**config.mk**
```make
export PLATFORM = sky130hd
export DESIGN_NAME = mvm_ctrl
export DESIGN_NICKNAME = d
export VERILOG_FILES = /design/src/rtl/mvm_pkg.sv /design/src/rtl/mvm_ctrl.sv
export SDC_FILE = /design/constraint.sdc
export NUM_CORES = 1
export LEC_CHECK = 0
export ABC_AREA = 1
export BUFFER_PORTS_ARGS = -buffer_cell sky130_fd_sc_hd__buf_2
export CAP_MARGIN = 20
export CORE_ASPECT_RATIO = 0.6
export CORE_MARGIN = 3
export CORE_UTILIZATION = 55
export CTS_BUF_LIST = sky130_fd_sc_hd__clkbuf_16
export CTS_CLUSTER_SIZE = 16
export DETAILED_ROUTE_END_ITERATION = 10
export GPL_ROUTABILITY_DRIVEN = 0
export PLACE_DENSITY = 0.83
export SYNTH_ARGS = -nofsm -noshare
export SYNTH_HDL_FRONTEND = slang
export SYNTH_SLANG_ARGS = --single-unit
```
**constraint.sdc**
```tcl
create_clock -name clk -period 8.8 [get_ports clk]
set_input_delay 1.32 -clock clk [delete_from_list [all_inputs] [get_ports clk]]
set_output_delay 1.32 -clock clk [all_outputs]
set_load 0.005 [all_outputs]
```
**src/rtl/mvm_pkg.sv**
```systemverilog
// ----------------------------------------------------------------------------
// mvm_pkg
// Shared types, constants and binary32 arithmetic for the matrix-vector unit.
// ----------------------------------------------------------------------------
package mvm_pkg;

    localparam int LANES      = 8;
    localparam int MAX_COLS   = 4096;
    localparam int MAX_ROWS   = 4096;
    localparam int GROUPS_MAX = MAX_COLS / LANES;
    localparam int GRP_W      = $clog2(GROUPS_MAX);
    localparam int ROW_W      = $clog2(MAX_ROWS);
    localparam int NROWS_W    = 13;
    localparam int NCG_W      = 10;
    localparam int FP_W       = 32;
    localparam int PADDR_W    = 3;
    localparam int PDATA_W    = 32;
    localparam int NORM_STEPS = ROW_W;
    localparam int STEP_W     = $clog2(NORM_STEPS);

    localparam logic REG_NUM_ROWS       = 1'b0;
    localparam logic REG_NUM_COL_GROUPS = 1'b1;

    localparam logic FUNC_LOAD   = 1'b0;
    localparam logic FUNC_MATRIX = 1'b1;

    localparam logic [FP_W-1:0] FP_POS_ZERO    = 32'h0000_0000;
    localparam logic [FP_W-1:0] FP_DEFAULT_NAN = 32'hFFC0_0000;

    typedef logic [LANES-1:0][FP_W-1:0] lane_vec_t;

    typedef struct packed {
        logic             first;
        logic             emit;
        logic [ROW_W-1:0] row_idx;
        logic             last_row;
    } mvm_ctl_t;

    function automatic logic fp_is_nan(input logic [31:0] v);
        fp_is_nan = (v[30:23] == 8'hFF) && (v[22:0] != 23'd0);
    endfunction

    function automatic logic fp_is_inf(input logic [31:0] v);
        fp_is_inf = (v[30:23] == 8'hFF) && (v[22:0] == 23'd0);
    endfunction

    // Rounds a significand with the hidden bit at [26], guard at [2], round
    // at [1] and sticky at [0], handling underflow into the subnormal range.
    function automatic logic [31:0] fp_round_pack(input logic s,
                                                  input logic signed [11:0] e,
                                                  input logic [26:0] sig);
        logic [26:0]        sg;
        logic signed [11:0] ex;
        logic [11:0]        sh;
        logic [26:0]        mask;
        logic               inc;
        logic [24:0]        m;
        logic [31:0]        r;
        sg = sig;
        ex = e;
        if (ex < 12'sd1)
        begin
            sh = 12'(12'sd1 - ex);
            if (sh > 12'd26)
                sg = {26'd0, |sig};
            else
            begin
                mask = ~(27'h7FF_FFFF << sh[4:0]);
                sg   = (sig >> sh[4:0]) | {26'd0, |(sig & mask)};
            end
            ex = 12'sd0;
        end
        inc = sg[2] & (sg[1] | sg[0] | sg[3]);
        m   = {1'b0, sg[26:3]} + {24'd0, inc};
        if (ex == 12'sd0)
            r = {s, 7'd0, m[23], m[22:0]};
        else
        begin
            if (m[24])
            begin
                m  = m >> 1;
                ex = ex + 12'sd1;
            end
            if (ex >= 12'sd255)
                r = {s, 8'hFF, 23'd0};
            else
                r = {s, ex[7:0], m[22:0]};
        end
        fp_round_pack = r;
    endfunction

    function automatic logic [31:0] fp_mul(input logic [31:0] a, input logic [31:0] b);
        logic               s;
        logic [7:0]         ea;
        logic [7:0]         eb;
        logic [23:0]        ma;
        logic [23:0]        mb;
        logic [47:0]        p;
        logic [47:0]        n;
        logic [5:0]         lz;
        logic signed [11:0] e;
        logic [31:0]        r;
        s  = a[31] ^ b[31];
        ea = (a[30:23] == 8'd0) ? 8'd1 : a[30:23];
        eb = (b[30:23] == 8'd0) ? 8'd1 : b[30:23];
        ma = {a[30:23] != 8'd0, a[22:0]};
        mb = {b[30:23] != 8'd0, b[22:0]};
        p  = ma * mb;
        lz = 6'd0;
        for (int i = 0; i < 48; i++)
        begin
            if (p[i])
                lz = 6'(47 - i);
        end
        n = p << lz;
        e = $signed({4'd0, ea}) + $signed({4'd0, eb}) - 12'sd126 - $signed({6'd0, lz});
        if (fp_is_nan(a))
            r = a | 32'h0040_0000;
        else if (fp_is_nan(b))
            r = b | 32'h0040_0000;
        else if ((fp_is_inf(a) && (b[30:0] == 31'd0)) || (fp_is_inf(b) && (a[30:0] == 31'd0)))
            r = FP_DEFAULT_NAN;
        else if (fp_is_inf(a) || fp_is_inf(b))
            r = {s, 8'hFF, 23'd0};
        else if ((a[30:0] == 31'd0) || (b[30:0] == 31'd0))
            r = {s, 31'd0};
        else
            r = fp_round_pack(s, e, {n[47:24], n[23], n[22], |n[21:0]});
        fp_mul = r;
    endfunction

    function automatic logic [31:0] fp_add(input logic [31:0] a, input logic [31:0] b);
        logic [31:0]        x;
        logic [31:0]        y;
        logic [7:0]         ex;
        logic [7:0]         ey;
        logic [7:0]         d;
        logic [26:0]        mx;
        logic [26:0]        my;
        logic [26:0]        mya;
        logic [26:0]        mask;
        logic [27:0]        sum;
        logic [26:0]        sg;
        logic [4:0]         lz;
        logic signed [11:0] e;
        logic [31:0]        r;
        if (a[30:0] >= b[30:0])
        begin
            x = a;
            y = b;
        end
        else
        begin
            x = b;
            y = a;
        end
        ex = (x[30:23] == 8'd0) ? 8'd1 : x[30:23];
        ey = (y[30:23] == 8'd0) ? 8'd1 : y[30:23];
        mx = {x[30:23] != 8'd0, x[22:0], 3'b000};
        my = {y[30:23] != 8'd0, y[22:0], 3'b000};
        d  = ex - ey;
        if (d > 8'd26)
            mya = {26'd0, |my};
        else
        begin
            mask = ~(27'h7FF_FFFF << d[4:0]);
            mya  = (my >> d[4:0]) | {26'd0, |(my & mask)};
        end
        if (x[31] ^ y[31])
            sum = {1'b0, mx} - {1'b0, mya};
        else
            sum = {1'b0, mx} + {1'b0, mya};
        e  = $signed({4'd0, ex});
        lz = 5'd0;
        for (int i = 0; i < 27; i++)
        begin
            if (sum[i])
                lz = 5'(26 - i);
        end
        if (sum[27])
        begin
            sg = sum[27:1] | {26'd0, sum[0]};
            e  = e + 12'sd1;
        end
        else
        begin
            sg = sum[26:0] << lz;
            e  = e - $signed({7'd0, lz});
        end
        if (fp_is_nan(a))
            r = a | 32'h0040_0000;
        else if (fp_is_nan(b))
            r = b | 32'h0040_0000;
        else if (fp_is_inf(a) && fp_is_inf(b) && (a[31] != b[31]))
            r = FP_DEFAULT_NAN;
        else if (fp_is_inf(a))
            r = a;
        else if (fp_is_inf(b))
            r = b;
        else if ((a[30:0] == 31'd0) && (b[30:0] == 31'd0))
            r = {a[31] & b[31], 31'd0};
        else if (a[30:0] == 31'd0)
            r = b;
        else if (b[30:0] == 31'd0)
            r = a;
        else if (sum == 28'd0)
            r = FP_POS_ZERO;
        else
            r = fp_round_pack(x[31], e, sg);
        fp_add = r;
    endfunction

endpackage

```
**src/rtl/mvm_ctrl.sv**
```systemverilog
// ----------------------------------------------------------------------------
// mvm_ctrl
// Configuration registers and the load, column and row counters.
// ----------------------------------------------------------------------------
module mvm_ctrl (
    input  logic                           clk,
    input  logic                           rst_n,
    input  logic                           psel,
    input  logic                           penable,
    input  logic                           pwrite,
    input  logic [mvm_pkg::PADDR_W-1:0]    paddr,
    input  logic [mvm_pkg::PDATA_W-1:0]    pwdata,
    output logic [mvm_pkg::PDATA_W-1:0]    prdata,
    output logic                           pready,
    input  logic                           fire,
    input  logic                           func,
    output logic                           busy,
    output logic [mvm_pkg::GRP_W-1:0]      ram_addr,
    output mvm_pkg::mvm_ctl_t              issue_ctl
);
    import mvm_pkg::*;

    logic [NROWS_W-1:0] num_rows_reg;
    logic [NCG_W-1:0]   num_col_groups_reg;
    logic [GRP_W-1:0]   load_group_reg, load_group_next;
    logic [GRP_W-1:0]   col_group_reg, col_group_next;
    logic [ROW_W-1:0]   row_count_reg, row_count_next;
    logic [GRP_W-1:0]   load_group_raw_reg, load_group_raw_next;
    logic [GRP_W-1:0]   col_group_raw_reg, col_group_raw_next;
    logic [ROW_W-1:0]   row_count_raw_reg, row_count_raw_next;
    logic               busy_reg, busy_next;
    logic [STEP_W-1:0]  step_reg, step_next;
    logic [NCG_W-1:0]   groups_eff;
    logic [NROWS_W-1:0] rows_eff;
    logic               wr_en;
    logic               load_last;
    logic               col_last;
    logic               row_last;
    logic [23:0]        grp_div;
    logic [23:0]        row_div;

    assign pready = 1'b1;
    assign wr_en  = psel && penable && pwrite;

    always_comb
    begin
        if (num_col_groups_reg == '0)
            groups_eff = NCG_W'(1);
        else if (num_col_groups_reg > NCG_W'(GROUPS_MAX))
            groups_eff = NCG_W'(GROUPS_MAX);
        else
            groups_eff = num_col_groups_reg;
        if (num_rows_reg == '0)
            rows_eff = NROWS_W'(1);
        else if (num_rows_reg > NROWS_W'(MAX_ROWS))
            rows_eff = NROWS_W'(MAX_ROWS);
        else
            rows_eff = num_rows_reg;
    end

    always_comb
    begin
        unique case (paddr[2])
            REG_NUM_ROWS:       prdata = PDATA_W'(num_rows_reg);
            REG_NUM_COL_GROUPS: prdata = PDATA_W'(num_col_groups_reg);
            default:            prdata = '0;
        endcase
    end

    always_ff @(posedge clk or negedge rst_n)
    begin
        if (!rst_n)
        begin
            num_rows_reg       <= NROWS_W'(1);
            num_col_groups_reg <= NCG_W'(1);
        end
        else if (wr_en)
        begin
            unique case (paddr[2])
                REG_NUM_ROWS:       num_rows_reg       <= pwdata[NROWS_W-1:0];
                REG_NUM_COL_GROUPS: num_col_groups_reg <= pwdata[NCG_W-1:0];
                default:            ;
            endcase
        end
    end

    assign load_last = ({1'b0, load_group_reg} + NCG_W'(1)) == groups_eff;
    assign col_last  = ({1'b0, col_group_reg} + NCG_W'(1)) == groups_eff;
    assign row_last  = ({1'b0, row_count_reg} + NROWS_W'(1)) == rows_eff;

    assign issue_ctl.first    = (col_group_reg == '0);
    assign issue_ctl.emit     = col_last;
    assign issue_ctl.row_idx  = row_count_reg;
    assign issue_ctl.last_row = row_last;
    assign ram_addr = (func == FUNC_LOAD) ? load_group_reg : col_group_reg;
    assign busy     = busy_reg;

    // After a register write the working counters are rebuilt from the values
    // the last transaction left, then reduced modulo the current sizes by
    // shift-and-subtract, one divisor multiple per cycle.
    assign grp_div = 24'(groups_eff) << step_reg;
    assign row_div = 24'(rows_eff) << step_reg;

    always_comb
    begin
        load_group_next     = load_group_reg;
        col_group_next      = col_group_reg;
        row_count_next      = row_count_reg;
        load_group_raw_next = load_group_raw_reg;
        col_group_raw_next  = col_group_raw_reg;
        row_count_raw_next  = row_count_raw_reg;
        busy_next           = busy_reg;
        step_next           = step_reg;
        priority if (wr_en)
        begin
            load_group_next = load_group_raw_reg;
            col_group_next  = col_group_raw_reg;
            row_count_next  = row_count_raw_reg;
            busy_next       = 1'b1;
            step_next       = STEP_W'(NORM_STEPS - 1);
        end
        else if (busy_reg)
        begin
            if (24'(load_group_reg) >= grp_div)
                load_group_next = load_group_reg - grp_div[GRP_W-1:0];
            if (24'(col_group_reg) >= grp_div)
                col_group_next = col_group_reg - grp_div[GRP_W-1:0];
            if (24'(row_count_reg) >= row_div)
                row_count_next = row_count_reg - row_div[ROW_W-1:0];
            if (step_reg == '0)
                busy_next = 1'b0;
            else
                step_next = step_reg - STEP_W'(1);
        end
        else if (fire)
        begin
            if (func == FUNC_LOAD)
            begin
                load_group_next = load_last ? '0 : load_group_reg + GRP_W'(1);
                col_group_next  = '0;
                row_count_next  = '0;
            end
            else
            begin
                load_group_next = '0;
                if (col_last)
                begin
                    col_group_next = '0;
                    row_count_next = row_last ? '0 : row_count_reg + ROW_W'(1);
                end
                else
                    col_group_next = col_group_reg + GRP_W'(1);
            end
            load_group_raw_next = load_group_next;
            col_group_raw_next  = col_group_next;
            row_count_raw_next  = row_count_next;
        end
    end

    always_ff @(posedge clk or negedge rst_n)
    begin
        if (!rst_n)
        begin
            load_group_reg     <= '0;
            col_group_reg      <= '0;
            row_count_reg      <= '0;
            load_group_raw_reg <= '0;
            col_group_raw_reg  <= '0;
            row_count_raw_reg  <= '0;
            busy_reg           <= 1'b0;
            step_reg           <= '0;
        end
        else
        begin
            load_group_reg     <= load_group_next;
            col_group_reg      <= col_group_next;
            row_count_reg      <= row_count_next;
            load_group_raw_reg <= load_group_raw_next;
            col_group_raw_reg  <= col_group_raw_next;
            row_count_raw_reg  <= row_count_raw_next;
            busy_reg           <= busy_next;
            step_reg           <= step_next;
        end
    end

endmodule

```
==> impl_metrics.json <==
{
  "ys_async_sr_fraction_pct": 100.0,
  "worst_setup_path_end_kind": "flop",
  "seq_power_share_pct": 22.8,
  "synth_sequential_area_ratio_pct": 25.97,
  "critical_path.most_common_cell": "sky130_fd_sc_hd__nand2_1",
  "design.portCount": 100,
  "worstHoldPathType": "reg2reg",
  "slew_headroom_pct": 29.77,
  "synth_warnings": 0,
  "p_int_mw": 1.627,
  "power.share.combinational_pct": 64.3,
  "post_cts.resized_instances": 0,
  "switching_power_total_mw": 1.888,
  "timing_max_transition_violations_final": 0,
  "dominantRegCellSynth": "sky130_fd_sc_hd__dfrtp_1",
  "design.core.area_um2": 14800,
  "mappedNetlistArea_um2": 8488,
  "layout-drive-gt1-share_pct": 9.292,
  "worstMarginPinSlew_ns": 1.047,
  "finalClockSkew_ns": 0.007783,
  "final_common_cell": "sky130_fd_sc_hd__nand2_1",
  "final.setup.tns_ns": 0,
  "worstSkewPairLatency_ns": 0.36,
  "power.share.switching_pct": 53.71,
  "critical_path_arrival_ns": 5.03,
  "timing.final.crit_period_ns": 4.738,
  "placed_area_um2": 8686,
  "route.detailed.drc": 0,
  "synthToLayoutAreaGrowth_pct": 6.294,
  "detailroute.via_count": 9118,
  "postLayoutCellArea_um2": 9022,
  "floorplan.die_area_um2": 17010,
  "chipHeight_um": 102.2,
  "chipWidth_um": 166.4,
  "peakVddDrop_mv": 0.2069,
  "groute.usage.overall_pct": 30.51,
  "tritoncts": "built",
  "route.detailed.vias_per_inst": 5.709,
  "clkTransAtPathRegs_ns": 0.07,
  "number_of_synthesized_flops_with_an_enable_pin": 0,
  "grt_overflow_total": 0,
  "cts_buffer_depth": 2,
  "cells_along_the_critical_path": "clkinv_1 -> nand3_1 -> nand2_1 -> nand2_1 -> o21ai_0 -> or2_2 -> ha_1 -> a21oi_1 -> nor3_1 -> a211oi_1 -> o21ai_0 -> and2_1 -> nor3_1 -> nor2_1 -> nand3_1 -> nand2_4 -> nand2_4 -> nand2_1 -> nand2_1",
  "route.antenna.remaining_nets": 0,
  "crit_required_ns": 9.09,
  "cts-buffers-inserted": 9,
  "final_cell_mix": "525 x sky130_fd_sc_hd__nand2_1, 176 x sky130_fd_sc_hd__nand3_1, 120 x sky130_fd_sc_hd__inv_1, 98 x sky130_fd_sc_hd__nor2_1, 86 x sky130_fd_sc_hd__dfrtp_1",
  "crit_path_max_fanout": 27,
  "initial_core_util_pct": 57.34,
  "timing.max_cap.violations": 0,
  "power.clock.fraction_pct": 12.9,
  "finalSetupViolations": 0,
  "ctsHtreeMaxLevel": 3,
  "cts_num_sinks": 88,
  "hold_start": "row_count_raw_reg[7]",
  "buffer_ports.inserted": 58,
  "run_status": "finished clean",
  "detailedRoute.firstIterationViolations": 1096,
  "antenna_found_initial": 0,
  "layout.nets": 1474,
  "critical_path.startpoint": "step_reg[1]",
  "regToRegStartpoint": "step_reg[1]",
  "syn-instance-count": 1375,
  "yosysUniqueCellTypes": 50,
  "syn-mean-instance-area_um2": 6.173,
  "final.fill_count": 1455,
  "post_drt_wl_per_cell_um": 16.36,
  "core.rowCount": 34,
  "holdBufCountCts": 0,
  "leakagePower_nw": 4.878,
  "cts_post_setup_buffers_inserted": 0,
  "crit_path_max_incr_delay_ns": 0.87,
  "place_hpwl_mm": 19.31,
  "post-route-period-util_pct": 53.84,
  "synth.ff_latch_count": 88,
  "detail_route.wirelength_mm": 26.13,
  "crit_slowest_cell": "sky130_fd_sc_hd__clkinv_1",
  "timing.critical_path.from_type": "flop",
  "grt_setup_unrepaired": "no",
  "max_reg_flops": 13,
  "grt_pass1_wl_mm": 41.95,
  "power_density_nw_per_um2": 389.6,
  "dr.pass1.iters": 6,
  "timing.final.hold_violations": 0,
  "number_of_antenna_repair_diodes": 0,
  "buffer_cell_driving_the_clock_tree_root": "sky130_fd_sc_hd__clkbuf_16",
  "grt_max_degree": 68,
  "critical_path_class": "reg2reg",
  "maxClockFrequency_ghz": 0.2111,
  "grt_pass1_vias": 8190
}
-- per-stage QoR --
step | total power, mW | setup WS [ns] | util (%) | hold slack, ns | instances
6_report | 3.515 | 4.062 | 60.94 | 0.4830 | 1597
5_1_grt | 3.837 | 3.603 | 60.94 | 0.5032 | 1597
4_1_cts | 3.452 | 4.214 | 60.94 | 0.4825 | 1597
3_5_place_dp | 2.973 | 4.247 | 58.67 | 0.4649 | 1581
3_3_place_gp | 2.913 | 4.357 | 58.67 | 0.4629 | 1581
2_1_floorplan | 2.447 | 5.589 | - | 0.4479 | 1393
-- critical path, delay by kind of cell, from the launching register on --
kind	cells	cell delay [ns]
buffers and inverters	1	0.87
AND/OR/NAND/NOR	13	2.06
adder cells (fa/ha/maj)	1	0.22
flip-flops	1	0.85
AO/OA/AOI/OAI	4	0.68
-- power groups by stage --
stage | Sequential [mW] | Combinational, mW | Clock, mW
after floorplan | 0.677 | 1.77 | 0
after global placement | 0.790 | 2.12 | 0
after CTS | 0.790 | 2.21 | 0.454
final | 0.802 | 2.26 | 0.455
after global routing | 0.817 | 2.55 | 0.468
after detailed placement | 0.795 | 2.18 | 0
-- synthesized netlist by cell type (3+ instances only) --
| master | count | share of area [%] |
|---|---|---|
| sky130_fd_sc_hd__nor3_1 | 15 | 0.88 |
| sky130_fd_sc_hd__nand2_4 | 6 | 0.80 |
| sky130_fd_sc_hd__buf_6 | 8 | 1.1 |
| sky130_fd_sc_hd__nand2_1 | 525 | 23 |
| sky130_fd_sc_hd__nor2_1 | 98 | 4.3 |
| sky130_fd_sc_hd__buf_2 | 13 | 0.77 |
| sky130_fd_sc_hd__xnor2_1 | 4 | 0.41 |
| sky130_fd_sc_hd__o211ai_1 | 3 | 0.27 |
| sky130_fd_sc_hd__o21ai_0 | 67 | 4.0 |
| sky130_fd_sc_hd__inv_1 | 119 | 5.3 |
| sky130_fd_sc_hd__nand3b_1 | 3 | 0.27 |
| sky130_fd_sc_hd__a21oi_1 | 38 | 2.2 |
| sky130_fd_sc_hd__xor2_1 | 31 | 3.2 |
| sky130_fd_sc_hd__clkinv_1 | 5 | 0.22 |
| sky130_fd_sc_hd__or2_2 | 8 | 0.59 |
| sky130_fd_sc_hd__nand3_2 | 4 | 0.47 |
| sky130_fd_sc_hd__nand3_1 | 176 | 10 |
| sky130_fd_sc_hd__o31ai_1 | 3 | 0.27 |
| sky130_fd_sc_hd__buf_1 | 4 | 0.18 |
| sky130_fd_sc_hd__inv_2 | 6 | 0.27 |
| sky130_fd_sc_hd__o22ai_2 | 5 | 0.74 |
| sky130_fd_sc_hd__nand4_1 | 11 | 0.81 |
| sky130_fd_sc_hd__ha_1 | 35 | 5.2 |
| sky130_fd_sc_hd__fa_1 | 3 | 0.71 |
| sky130_fd_sc_hd__nand2_2 | 8 | 0.59 |
| sky130_fd_sc_hd__buf_4 | 27 | 2.4 |
| sky130_fd_sc_hd__a22oi_1 | 4 | 0.35 |
| sky130_fd_sc_hd__nor2_2 | 5 | 0.37 |
| sky130_fd_sc_hd__dfrtp_1 | 86 | 25 |
| sky130_fd_sc_hd__clkbuf_1 | 22 | 0.97 |
-- cell type report --
type | count | area, um^2 | area share [%]
Multi-Input combinational cell | 1100 | 5401 | 59.87
Sequential cell | 88 | 2205 | 24.43
Inverter | 131 | 494.2 | 5.478
Timing Repair Buffer | 64 | 337.8 | 3.744
Tap cell | 198 | 247.7 | 2.746
Clock buffer | 9 | 225.2 | 2.496
Clock inverter | 7 | 111.4 | 1.234
-- kinds of logic (layout without fill, tap and decap cells) --
logic type / after synthesis / after routing / share of synthesized area [%]
and+or+nand+nor: 867 / 867 / 43.53
buffers and inverters: 205 / 211 / 11.19
AOI/OAI and AO/OA: 140 / 140 / 9.743
DFF: 88 / 88 / 25.97
adders and majority gates: 38 / 38 / 5.867
xor gates and xnor gates: 35 / 35 / 3.611
other: 2 / 20 / 0.08848
-- metal layers --
| metal | GRT usage (%) | part of all wire (%) |
|---|---|---|
| met1 | 42.89 | 44 |
| met2 | 46.52 | 42 |
| met3 | 8.465 | 12 |
| met4 | 8.745 | 2.1 |
| met5 | 0 | 0 |
-- final timing paths --
| check | endpoint | slack [ns] | cells past startpoint |
|---|---|---|---|
| max | col_group_reg[6] | 4.06 | 19 |
| min | row_count_raw_reg[7] | 0.48 | 2 |
| max reg2reg | col_group_reg[6] | 4.06 | 19 |
| min reg2reg | row_count_raw_reg[7] | 0.48 | 2 |
| max in group asynchronous | col_group_raw_reg[6] | 6.79 | 2 |
| min in group asynchronous | num_rows_reg[9] | 0.84 | 1 |
(Power assumes the default switching activity.)
